[src/rtl/kft_pkg.sv]
`timescale 1ns / 1ps
// Shared types and constants of the keyed find-or-insert table.
// No dependencies; every other file imports this package.
package kft_pkg;

	localparam int WORD_W   = 32;
	localparam int SLOT_W   = 6;
	localparam int STATUS_W = 2;

	typedef enum logic [STATUS_W-1:0] {
		ST_FAIL     = 2'd0,
		ST_UPDATED  = 2'd1,
		ST_INSERTED = 2'd2
	} kft_status_t;

	typedef enum logic [1:0] {
		S_IDLE,
		S_SEARCH,
		S_FINISH
	} kft_state_t;

	// Control from the sequencer to the entry store
	typedef struct packed {
		logic              rd_en;
		logic [SLOT_W-1:0] rd_addr;
		logic              wr_key;
		logic              wr_value;
		logic [SLOT_W-1:0] wr_addr;
	} kft_mem_ctrl_t;

endpackage

[src/rtl/kft_if.sv]
`timescale 1ns / 1ps
// Request and response channel interfaces of the keyed find-or-insert table.
// Depends on kft_pkg.
interface kft_req_if;
	import kft_pkg::*;
	logic              valid;
	logic              ready;
	logic [WORD_W-1:0] key_first;
	logic [WORD_W-1:0] key_second;
	logic [WORD_W-1:0] attr_a;
	logic [WORD_W-1:0] attr_b;
	logic [WORD_W-1:0] new_value;
	logic              pool_granted;

	modport source (output valid, key_first, key_second, attr_a, attr_b, new_value,
		pool_granted, input ready);
	modport sink (input valid, key_first, key_second, attr_a, attr_b, new_value,
		pool_granted, output ready);
endinterface

interface kft_rsp_if;
	import kft_pkg::*;
	logic              valid;
	logic              ready;
	kft_status_t       status;
	logic [SLOT_W-1:0] slot;

	modport source (output valid, status, slot, input ready);
	modport sink (input valid, status, slot, output ready);
endinterface

[src/rtl/kft_store.sv]
`timescale 1ns / 1ps
// Entry store: key, attribute and value memories, one registered key read port.
// Depends on kft_pkg.
module kft_store #(
	parameter int CAPACITY = 20
) (
	input  logic                          clk,
	input  kft_pkg::kft_mem_ctrl_t        ctrl,
	input  logic [kft_pkg::WORD_W-1:0]    wr_key_first,
	input  logic [kft_pkg::WORD_W-1:0]    wr_key_second,
	input  logic [kft_pkg::WORD_W-1:0]    wr_attr_a,
	input  logic [kft_pkg::WORD_W-1:0]    wr_attr_b,
	input  logic [kft_pkg::WORD_W-1:0]    wr_value,
	output logic [kft_pkg::WORD_W-1:0]    rd_key_first,
	output logic [kft_pkg::WORD_W-1:0]    rd_key_second
);
	import kft_pkg::*;

	localparam int IDX_W = (CAPACITY > 1) ? $clog2(CAPACITY) : 1;

	logic [WORD_W-1:0] key_first_mem  [CAPACITY];
	logic [WORD_W-1:0] key_second_mem [CAPACITY];
	logic [WORD_W-1:0] attr_a_mem     [CAPACITY];
	logic [WORD_W-1:0] attr_b_mem     [CAPACITY];
	logic [WORD_W-1:0] value_mem      [CAPACITY];

	logic [WORD_W-1:0] rd_key_first_q;
	logic [WORD_W-1:0] rd_key_second_q;

	always_ff @(posedge clk) begin
		if (ctrl.wr_key) begin
			key_first_mem[ctrl.wr_addr[IDX_W-1:0]]  <= wr_key_first;
			key_second_mem[ctrl.wr_addr[IDX_W-1:0]] <= wr_key_second;
			attr_a_mem[ctrl.wr_addr[IDX_W-1:0]]     <= wr_attr_a;
			attr_b_mem[ctrl.wr_addr[IDX_W-1:0]]     <= wr_attr_b;
		end
		if (ctrl.wr_value) begin
			value_mem[ctrl.wr_addr[IDX_W-1:0]] <= wr_value;
		end
	end

	always_ff @(posedge clk) begin
		if (ctrl.rd_en) begin
			rd_key_first_q  <= key_first_mem[ctrl.rd_addr[IDX_W-1:0]];
			rd_key_second_q <= key_second_mem[ctrl.rd_addr[IDX_W-1:0]];
		end
	end

	assign rd_key_first  = rd_key_first_q;
	assign rd_key_second = rd_key_second_q;

endmodule

[src/rtl/kft_seq.sv]
`timescale 1ns / 1ps
// Search sequencer: request latch, slot scan with the shared key comparator,
// hit/insert/fail decision, entry count and response register. Depends on kft_pkg.
module kft_seq #(
	parameter int CAPACITY = 20
) (
	input  logic                          clk,
	input  logic                          arst_n,
	input  logic                          in_valid,
	output logic                          in_ready,
	input  logic [kft_pkg::WORD_W-1:0]    key_first,
	input  logic [kft_pkg::WORD_W-1:0]    key_second,
	input  logic [kft_pkg::WORD_W-1:0]    attr_a,
	input  logic [kft_pkg::WORD_W-1:0]    attr_b,
	input  logic [kft_pkg::WORD_W-1:0]    new_value,
	input  logic                          pool_granted,
	output logic                          out_valid,
	input  logic                          out_ready,
	output kft_pkg::kft_status_t          status,
	output logic [kft_pkg::SLOT_W-1:0]    slot,
	output kft_pkg::kft_mem_ctrl_t        mem_ctrl,
	output logic [kft_pkg::WORD_W-1:0]    wr_key_first,
	output logic [kft_pkg::WORD_W-1:0]    wr_key_second,
	output logic [kft_pkg::WORD_W-1:0]    wr_attr_a,
	output logic [kft_pkg::WORD_W-1:0]    wr_attr_b,
	output logic [kft_pkg::WORD_W-1:0]    wr_value,
	input  logic [kft_pkg::WORD_W-1:0]    rd_key_first,
	input  logic [kft_pkg::WORD_W-1:0]    rd_key_second
);
	import kft_pkg::*;

	localparam int CNT_W = $clog2(CAPACITY + 1);
	localparam logic [CNT_W-1:0] CAP_CNT = CNT_W'(CAPACITY);

	kft_state_t state_q, state_d;

	logic [WORD_W-1:0] key_first_q, key_second_q, attr_a_q, attr_b_q, value_q;
	logic              granted_q;

	logic [CNT_W-1:0]  count_q;
	logic [CNT_W-1:0]  idx_q;
	logic [CNT_W-1:0]  cmp_idx_q;
	logic              cmp_valid_q;

	kft_status_t       res_status_q;
	logic [SLOT_W-1:0] res_slot_q;
	logic              out_valid_q;
	kft_status_t       out_status_q;
	logic [SLOT_W-1:0] out_slot_q;

	logic              accept, issue, key_match, count_inc, res_load, out_load;
	kft_status_t       res_status_d;
	logic [SLOT_W-1:0] res_slot_d;

	assign accept    = in_valid && in_ready;
	assign key_match = (rd_key_first == key_first_q) && (rd_key_second == key_second_q);

	always_comb begin
		state_d      = state_q;
		in_ready     = 1'b0;
		issue        = 1'b0;
		count_inc    = 1'b0;
		res_load     = 1'b0;
		out_load     = 1'b0;
		res_status_d = ST_FAIL;
		res_slot_d   = '0;
		mem_ctrl     = '0;
		case (state_q)
			S_IDLE: begin
				in_ready = 1'b1;
				if (in_valid) begin
					state_d = S_SEARCH;
				end
			end
			S_SEARCH: begin
				if (cmp_valid_q && key_match) begin
					// hit: overwrite the value of the first matching slot
					mem_ctrl.wr_value = 1'b1;
					mem_ctrl.wr_addr  = SLOT_W'(cmp_idx_q);
					res_status_d      = ST_UPDATED;
					res_slot_d        = SLOT_W'(cmp_idx_q);
					res_load          = 1'b1;
					state_d           = S_FINISH;
				end else if (idx_q < count_q) begin
					issue            = 1'b1;
					mem_ctrl.rd_en   = 1'b1;
					mem_ctrl.rd_addr = SLOT_W'(idx_q);
				end else if (!cmp_valid_q) begin
					// scan exhausted without a match
					res_load = 1'b1;
					state_d  = S_FINISH;
					if (granted_q && (count_q < CAP_CNT)) begin
						mem_ctrl.wr_key   = 1'b1;
						mem_ctrl.wr_value = 1'b1;
						mem_ctrl.wr_addr  = SLOT_W'(count_q);
						res_status_d      = ST_INSERTED;
						res_slot_d        = SLOT_W'(count_q);
						count_inc         = 1'b1;
					end
				end
			end
			S_FINISH: begin
				if (!out_valid_q || out_ready) begin
					out_load = 1'b1;
					state_d  = S_IDLE;
				end
			end
			default: begin
				state_d = S_IDLE;
			end
		endcase
	end

	always_ff @(posedge clk or negedge arst_n) begin
		if (!arst_n) begin
			state_q <= S_IDLE;
		end else begin
			state_q <= state_d;
		end
	end

	always_ff @(posedge clk or negedge arst_n) begin
		if (!arst_n) begin
			count_q     <= '0;
			idx_q       <= '0;
			cmp_idx_q   <= '0;
			cmp_valid_q <= 1'b0;
			out_valid_q <= 1'b0;
		end else begin
			if (accept) begin
				idx_q <= '0;
			end else if (issue) begin
				idx_q <= idx_q + 1'b1;
			end
			cmp_valid_q <= issue;
			cmp_idx_q   <= idx_q;
			if (count_inc) begin
				count_q <= count_q + 1'b1;
			end
			if (out_load) begin
				out_valid_q <= 1'b1;
			end else if (out_ready) begin
				out_valid_q <= 1'b0;
			end
		end
	end

	// payload registers: no reset
	always_ff @(posedge clk) begin
		if (accept) begin
			key_first_q  <= key_first;
			key_second_q <= key_second;
			attr_a_q     <= attr_a;
			attr_b_q     <= attr_b;
			value_q      <= new_value;
			granted_q    <= pool_granted;
		end
		if (res_load) begin
			res_status_q <= res_status_d;
			res_slot_q   <= res_slot_d;
		end
		if (out_load) begin
			out_status_q <= res_status_q;
			out_slot_q   <= res_slot_q;
		end
	end

	assign out_valid     = out_valid_q;
	assign status        = out_status_q;
	assign slot          = out_slot_q;
	assign wr_key_first  = key_first_q;
	assign wr_key_second = key_second_q;
	assign wr_attr_a     = attr_a_q;
	assign wr_attr_b     = attr_b_q;
	assign wr_value      = value_q;

endmodule

[src/rtl/keyed_find_or_insert_table_core.sv]
`timescale 1ns / 1ps
// Keyed find-or-insert table. Each request scans the filled slots in order with
// one key comparator fed by a single registered read port of the key memory, one
// slot per cycle; a hit overwrites that slot's value, a miss with a pool grant and
// room appends a new entry, anything else fails with slot 0. The next request can
// be taken in the cycle after the response register is loaded. The request channel
// is not ready while a request is in progress; a finished response waits in its
// own register.
// Depends on kft_pkg, kft_if, kft_store and kft_seq.
module keyed_find_or_insert_table_core #(
	parameter int CAPACITY = 20
) (
	input logic       clk,
	input logic       arst_n,
	kft_req_if.sink   req,
	kft_rsp_if.source rsp
);
	import kft_pkg::*;

	kft_mem_ctrl_t     mem_ctrl;
	logic [WORD_W-1:0] wr_key_first, wr_key_second, wr_attr_a, wr_attr_b, wr_value;
	logic [WORD_W-1:0] rd_key_first, rd_key_second;

	kft_seq #(
		.CAPACITY(CAPACITY)
	) u_seq (
		.clk          (clk),
		.arst_n       (arst_n),
		.in_valid     (req.valid),
		.in_ready     (req.ready),
		.key_first    (req.key_first),
		.key_second   (req.key_second),
		.attr_a       (req.attr_a),
		.attr_b       (req.attr_b),
		.new_value    (req.new_value),
		.pool_granted (req.pool_granted),
		.out_valid    (rsp.valid),
		.out_ready    (rsp.ready),
		.status       (rsp.status),
		.slot         (rsp.slot),
		.mem_ctrl     (mem_ctrl),
		.wr_key_first (wr_key_first),
		.wr_key_second(wr_key_second),
		.wr_attr_a    (wr_attr_a),
		.wr_attr_b    (wr_attr_b),
		.wr_value     (wr_value),
		.rd_key_first (rd_key_first),
		.rd_key_second(rd_key_second)
	);

	kft_store #(
		.CAPACITY(CAPACITY)
	) u_store (
		.clk          (clk),
		.ctrl         (mem_ctrl),
		.wr_key_first (wr_key_first),
		.wr_key_second(wr_key_second),
		.wr_attr_a    (wr_attr_a),
		.wr_attr_b    (wr_attr_b),
		.wr_value     (wr_value),
		.rd_key_first (rd_key_first),
		.rd_key_second(rd_key_second)
	);

endmodule

[src/flat_wrapper.sv]
// flat-port wrapper written by rule: the top's interface ports become plain ports
module keyed_find_or_insert_table_core_flat import kft_pkg::*;
#(
	parameter int CAPACITY = 20
)
  (clk, arst_n, req_valid, req_key_first, req_key_second, req_attr_a, req_attr_b, req_new_value, req_pool_granted, req_ready, rsp_valid, rsp_status, rsp_slot, rsp_ready);
  kft_req_if req_i ();
  kft_rsp_if rsp_i ();
  input logic clk;
  input logic arst_n;
  input wire logic [$bits(req_i.valid)-1:0] req_valid;
  input wire logic [$bits(req_i.key_first)-1:0] req_key_first;
  input wire logic [$bits(req_i.key_second)-1:0] req_key_second;
  input wire logic [$bits(req_i.attr_a)-1:0] req_attr_a;
  input wire logic [$bits(req_i.attr_b)-1:0] req_attr_b;
  input wire logic [$bits(req_i.new_value)-1:0] req_new_value;
  input wire logic [$bits(req_i.pool_granted)-1:0] req_pool_granted;
  output wire logic [$bits(req_i.ready)-1:0] req_ready;
  output wire logic [$bits(rsp_i.valid)-1:0] rsp_valid;
  output wire logic [$bits(rsp_i.status)-1:0] rsp_status;
  output wire logic [$bits(rsp_i.slot)-1:0] rsp_slot;
  input wire logic [$bits(rsp_i.ready)-1:0] rsp_ready;
  assign req_i.valid = req_valid;
  assign req_i.key_first = req_key_first;
  assign req_i.key_second = req_key_second;
  assign req_i.attr_a = req_attr_a;
  assign req_i.attr_b = req_attr_b;
  assign req_i.new_value = req_new_value;
  assign req_i.pool_granted = req_pool_granted;
  assign req_ready = req_i.ready;
  assign rsp_valid = rsp_i.valid;
  assign rsp_status = rsp_i.status;
  assign rsp_slot = rsp_i.slot;
  assign rsp_i.ready = rsp_ready;
  keyed_find_or_insert_table_core #(.CAPACITY(CAPACITY)) u_core (.clk(clk), .arst_n(arst_n), .req(req_i), .rsp(rsp_i));
endmodule
[config.mk]
export PLATFORM = sky130hd
export DESIGN_NAME = keyed_find_or_insert_table_core_flat
export DESIGN_NICKNAME = d
export VERILOG_FILES = /design/src/rtl/kft_pkg.sv /design/src/rtl/kft_if.sv /design/src/rtl/kft_store.sv /design/src/rtl/kft_seq.sv /design/src/rtl/keyed_find_or_insert_table_core.sv /design/src/flat_wrapper.sv
export SDC_FILE = /design/constraint.sdc
export NUM_CORES = 2
export LEC_CHECK = 0
export BUFFER_PORTS_ARGS = -buffer_cell sky130_fd_sc_hd__buf_2
export CORE_MARGIN = 2
export CORE_UTILIZATION = 35
export DETAILED_ROUTE_END_ITERATION = 8
export PLACE_DENSITY = 0.58
export REMOVE_ABC_BUFFERS = 1
export SETUP_SLACK_MARGIN = 0.02
export SYNTH_ARGS = -nofsm -noshare
export SYNTH_HDL_FRONTEND = slang
export SYNTH_SLANG_ARGS = --single-unit
export TNS_END_PERCENT = 5
[constraint.sdc]
create_clock -name clk -period 15.2 [get_ports clk]
set_input_delay 0.76 -clock clk [delete_from_list [all_inputs] [get_ports clk]]
set_output_delay 0.76 -clock clk [all_outputs]
set_load 0.05 [all_outputs]
==> flow_metrics.py <==
metrics = {
    "outcome": {
        "status": "finished clean",
    },
    "synthesis": {
        "netlist.area_leader.share_pct": 76.8,
        "post_synth_top_flop": "sky130_fd_sc_hd__edfxtp_1",
        "netlist_area_before_placement_um2": 55700,
        "ys.warnings.count": 0,
        "ys_seq_area_share_pct": 77.6,
        "synth.distinct_cells": 56,
        "synth-edff-count": 1423,
        "yosysTopAreaCell": "sky130_fd_sc_hd__edfxtp_1",
        "synth.most_common_cell": "sky130_fd_sc_hd__edfxtp_1",
        "synth.top_cells.by_count": "1423 x sky130_fd_sc_hd__edfxtp_1, 258 x sky130_fd_sc_hd__mux2i_1, 130 x sky130_fd_sc_hd__a22oi_1, 126 x sky130_fd_sc_hd__nand2_1, 123 x sky130_fd_sc_hd__nor2_1",
        "async_flop_share_pct": 1.32,
        "postSynthCellCount": 3033,
        "yosys_register_bits": 1442,
        "synth_top_cells_by_area": "sky130_fd_sc_hd__edfxtp_1 77%, sky130_fd_sc_hd__mux2i_1 4.6%, sky130_fd_sc_hd__mux4_2 3.4%, sky130_fd_sc_hd__a22oi_1 1.8%, sky130_fd_sc_hd__xnor2_1 0.94%",
        "syn-mean-instance-area_um2": 18.4,
    },
    "detailed_routing": {
        "drt_pass1_iterations": 6,
        "residual_drc": 0,
        "overall_routed_net_length_um": 143000,
        "drt-wirelength-per-cell_um": 26.7,
        "drt_first_iter_violations": 3426,
        "drt-vias-per-instance": 5.40,
        "dr_vias": 28800,
        "ant_nets": 0,
    },
    "global_routing": {
        "grt_first_pass_wirelength_um": 205000,
        "gr-usage-all-layers_pct": 17.4,
        "grt_start_max_net_pins": 127,
        "grt.overflow.total": 0,
        "grt_pass1_vias": 28600,
        "grt_antenna_before_repair": 7,
    },
    "setup_path": {
        "crit_chain": "xnor2_1 -> nand4_1 -> nor4_2 -> nand4_1 -> nor2_1 -> a22o_1 -> o211ai_1 -> nor2_4 -> buf_4",
        "startpoint_class": "flop",
        "ff2ff_path_depth": 9,
        "critPathSlowestCell": "sky130_fd_sc_hd__nor2_4",
        "classification_of_the_worst_setup_path": "flop to flop",
        "critPathLaunch": "u_core.u_seq.wr_key_first[12]",
        "setup.worst_path.end_class": "flop",
        "cp_data_required_time_ps": 15590,
        "crit-reg2reg-capture": "u_core.u_store.key_second_mem[6][7]",
        "crit_arrival_ps": 6740,
        "worstSetupEndpoint": "u_core.u_store.key_second_mem[6][7]",
        "worst-r2r-setup-slack_ps": 8850,
        "path_common_cell": "sky130_fd_sc_hd__nand4_1",
        "highest_net_fanout_along_the_worst_path": 42,
        "timing.rr.start": "u_core.u_seq.wr_key_first[12]",
        "critical-path-max-stage-delay_ps": 990,
    },
    "clocking": {
        "buffer_levels_on_the_longest_clock_path": 3,
        "post_cts.resized_instances": 0,
        "htree_num_levels": 4,
        "insertion_delay_ps": 790,
        "clkSinkCount": 1442,
        "cts_buf_count": 149,
        "cts_tree": "done",
        "clk_root_buffer_cell": "sky130_fd_sc_hd__clkbuf_16",
        "clk_slew_on_worst_s_h_paths_ps": 60,
    },
    "layout": {
        "final_layout_size_suffix_gt1_share_pct": 16.2,
        "stdcell_count": 5340,
        "post-route-util_pct": 40.0,
        "area_growth_pct": 13.6,
        "nets": 3323,
        "layout.cell_area.non_filler_um2": 63200,
    },
    "die": {
        "start_util_pct": 35.2,
        "coreArea_um2": 158000,
        "fp.dieH_um": 403,
        "die_width_um": 403,
        "placement_rows": 146,
        "die_area_um2": 162000,
        "ioPinCount": 175,
    },
    "place": {
        "placement.cell_area_um2": 58700,
        "placed_wire_length_estimate_after_detailed_placement_um": 69500,
        "placement.setup.worst_slack_ps": 8870,
        "dp.cells": 5072,
        "gp_congestion": 0.740,
        "io_buffers": 77,
    },
    "timing": {
        "setup_slack_ps": 8850,
        "timing_hold_violations_final": 0,
        "relSlewSlack_pct": 16.1,
        "worst_slew_pin_slew_ps": 1250,
        "unrepaired_setup_endpoints_after_global_routing": "false",
        "setup_viol_count_final": 0,
        "timing.final.max_slew_violations": 0,
        "finalWorstPathRequiredPeriod_ps": 6350,
        "maxClockFrequency_mhz": 157,
        "timing.final.crit_share_pct": 41.8,
        "maximum_clock_skew_at_final_layout_ps": 36.6,
        "tns_ps": 0,
        "hold_slack_ps": 153,
    },
    "pwr": {
        "vdd_ir_drop_max_uv": 103,
        "power.total_mw": 10.4,
        "power_density_nw_per_um2": 165,
        "leakagePower_nw": 19.2,
    },
    "flow_run": {
        "count_of_max_cap_constraint_violations": 0,
    },
    "min_path": {
        "type_of_the_worst_min_delay_path": "primary input to flop",
    },
}
## state kept, by name, summed over array words and instances, names as in the netlist, 2 cells and up
register and flops:
u_core.u_seq.cmp_idx_q 5, u_core.u_seq.count_q 5, u_core.u_seq.idx_q 5, u_core.u_seq.res_slot_q 5
u_core.u_seq.res_status_q 2, u_core.u_seq.slot 5, u_core.u_seq.state_q 2, u_core.u_seq.status 2
u_core.u_seq.wr_key_first 32, u_core.u_seq.wr_key_second 32, u_core.u_store.key_first_mem 640, u_core.u_store.key_second_mem 640
u_core.u_store.rd_key_first 32, u_core.u_store.rd_key_second 32
## placed cells by master (no fill, tap or decap), types with 27 or more instances in the layout
cell type | netlist | routed
sky130_fd_sc_hd__o21ai_0 | 50 | 50
sky130_fd_sc_hd__a21boi_0 | 43 | 43
sky130_fd_sc_hd__nand3_1 | 27 | 27
sky130_fd_sc_hd__clkbuf_1 | 118 | 32
sky130_fd_sc_hd__a2111oi_0 | 42 | 42
sky130_fd_sc_hd__a32oi_1 | 41 | 41
sky130_fd_sc_hd__or3_1 | 45 | 45
sky130_fd_sc_hd__edfxtp_1 | 1423 | 1423
sky130_fd_sc_hd__mux2i_1 | 258 | 258
sky130_fd_sc_hd__mux2_2 | 42 | 42
sky130_fd_sc_hd__buf_2 | 48 | 77
sky130_fd_sc_hd__clkbuf_16 | 0 | 153
sky130_fd_sc_hd__a221o_1 | 43 | 43
sky130_fd_sc_hd__a22oi_1 | 130 | 130
sky130_fd_sc_hd__mux4_2 | 85 | 85
sky130_fd_sc_hd__buf_4 | 12 | 81
sky130_fd_sc_hd__xnor2_1 | 60 | 60
sky130_fd_sc_hd__o22ai_1 | 43 | 43
sky130_fd_sc_hd__nand2_1 | 126 | 125
sky130_fd_sc_hd__o211ai_1 | 45 | 45
sky130_fd_sc_hd__nor2_1 | 123 | 102
sky130_fd_sc_hd__clkinv_1 | 0 | 39
## cells by family after synthesis
family                     Yosys count  share of synthesized area, %
other                                1                       0.00674
AOI/OAI and AO/OA                  515                          7.14
and+or+nand+nor                    414                          3.49
xor gates and xnor gates            71                          1.12
DFF                               1442                          77.6
buffers and inverters              199                          1.59
muxes                              385                          8.93
adders and majority gates            6                         0.135
## worst max-delay path: cells and delay by family (launching register included)
kind,cells,cell delay [ps]
AO/OA/AOI/OAI,2,750
XOR/XNOR,1,390
buffers and inverters,1,810
flip-flops,1,660
AND/OR/NAND/NOR,5,3280
## how the worst min path moves through the flow
stage	start	end	slack, ps	cells after the start
floorplan	u_core.u_seq.res_slot_q[0]	u_core.u_seq.slot[0]	400	0
CTS	req_key_second[15]	u_core.u_seq.wr_key_second[15]	100	1
global placement	u_core.u_seq.res_slot_q[1]	u_core.u_seq.slot[1]	410	0
finish	req_key_second[16]	u_core.u_seq.wr_key_second[16]	150	1
detailed placement	u_core.u_seq.res_slot_q[1]	u_core.u_seq.slot[1]	410	0
global route	req_key_second[16]	u_core.u_seq.wr_key_second[16]	130	1
## metal layers
metal | share of wire (%) | GRT usage, % | up-vias
li1 | - | - | 12600
met1 | 43 | 24.3 | 14900
met2 | 46 | 27.3 | 1094
met3 | 7.4 | 3.62 | 222
met4 | 2.7 | 5.70 | 8
met5 | 0.041 | 0 | -
## final cells by class
type | count | area, um^2
tap | 2072 | 2590
inverter | 6 | 27.5
clock inverter | 77 | 547
fill | 14200 | 95000
clock buffer | 188 | 3990
multi-input combinational | 1392 | 11800
antenna | 2 | 5.00
sequential | 1442 | 43200
timing repair buffer | 161 | 1040
## repair_timing
item | 4_1_cts | 5_1_grt
hold buffers | 1 | 0
endpoints found under the hold margin | 19 | 0
setup buffers | 0 | 0
## power breakdown
part           internal (mW)  switching (mW)  leakage (nW)
clock                   1.94            1.50          2.21
sequential              4.80           0.221          13.1
combinational          0.633            1.33          3.95
Note: power is estimated with default switching activity, not from simulation.
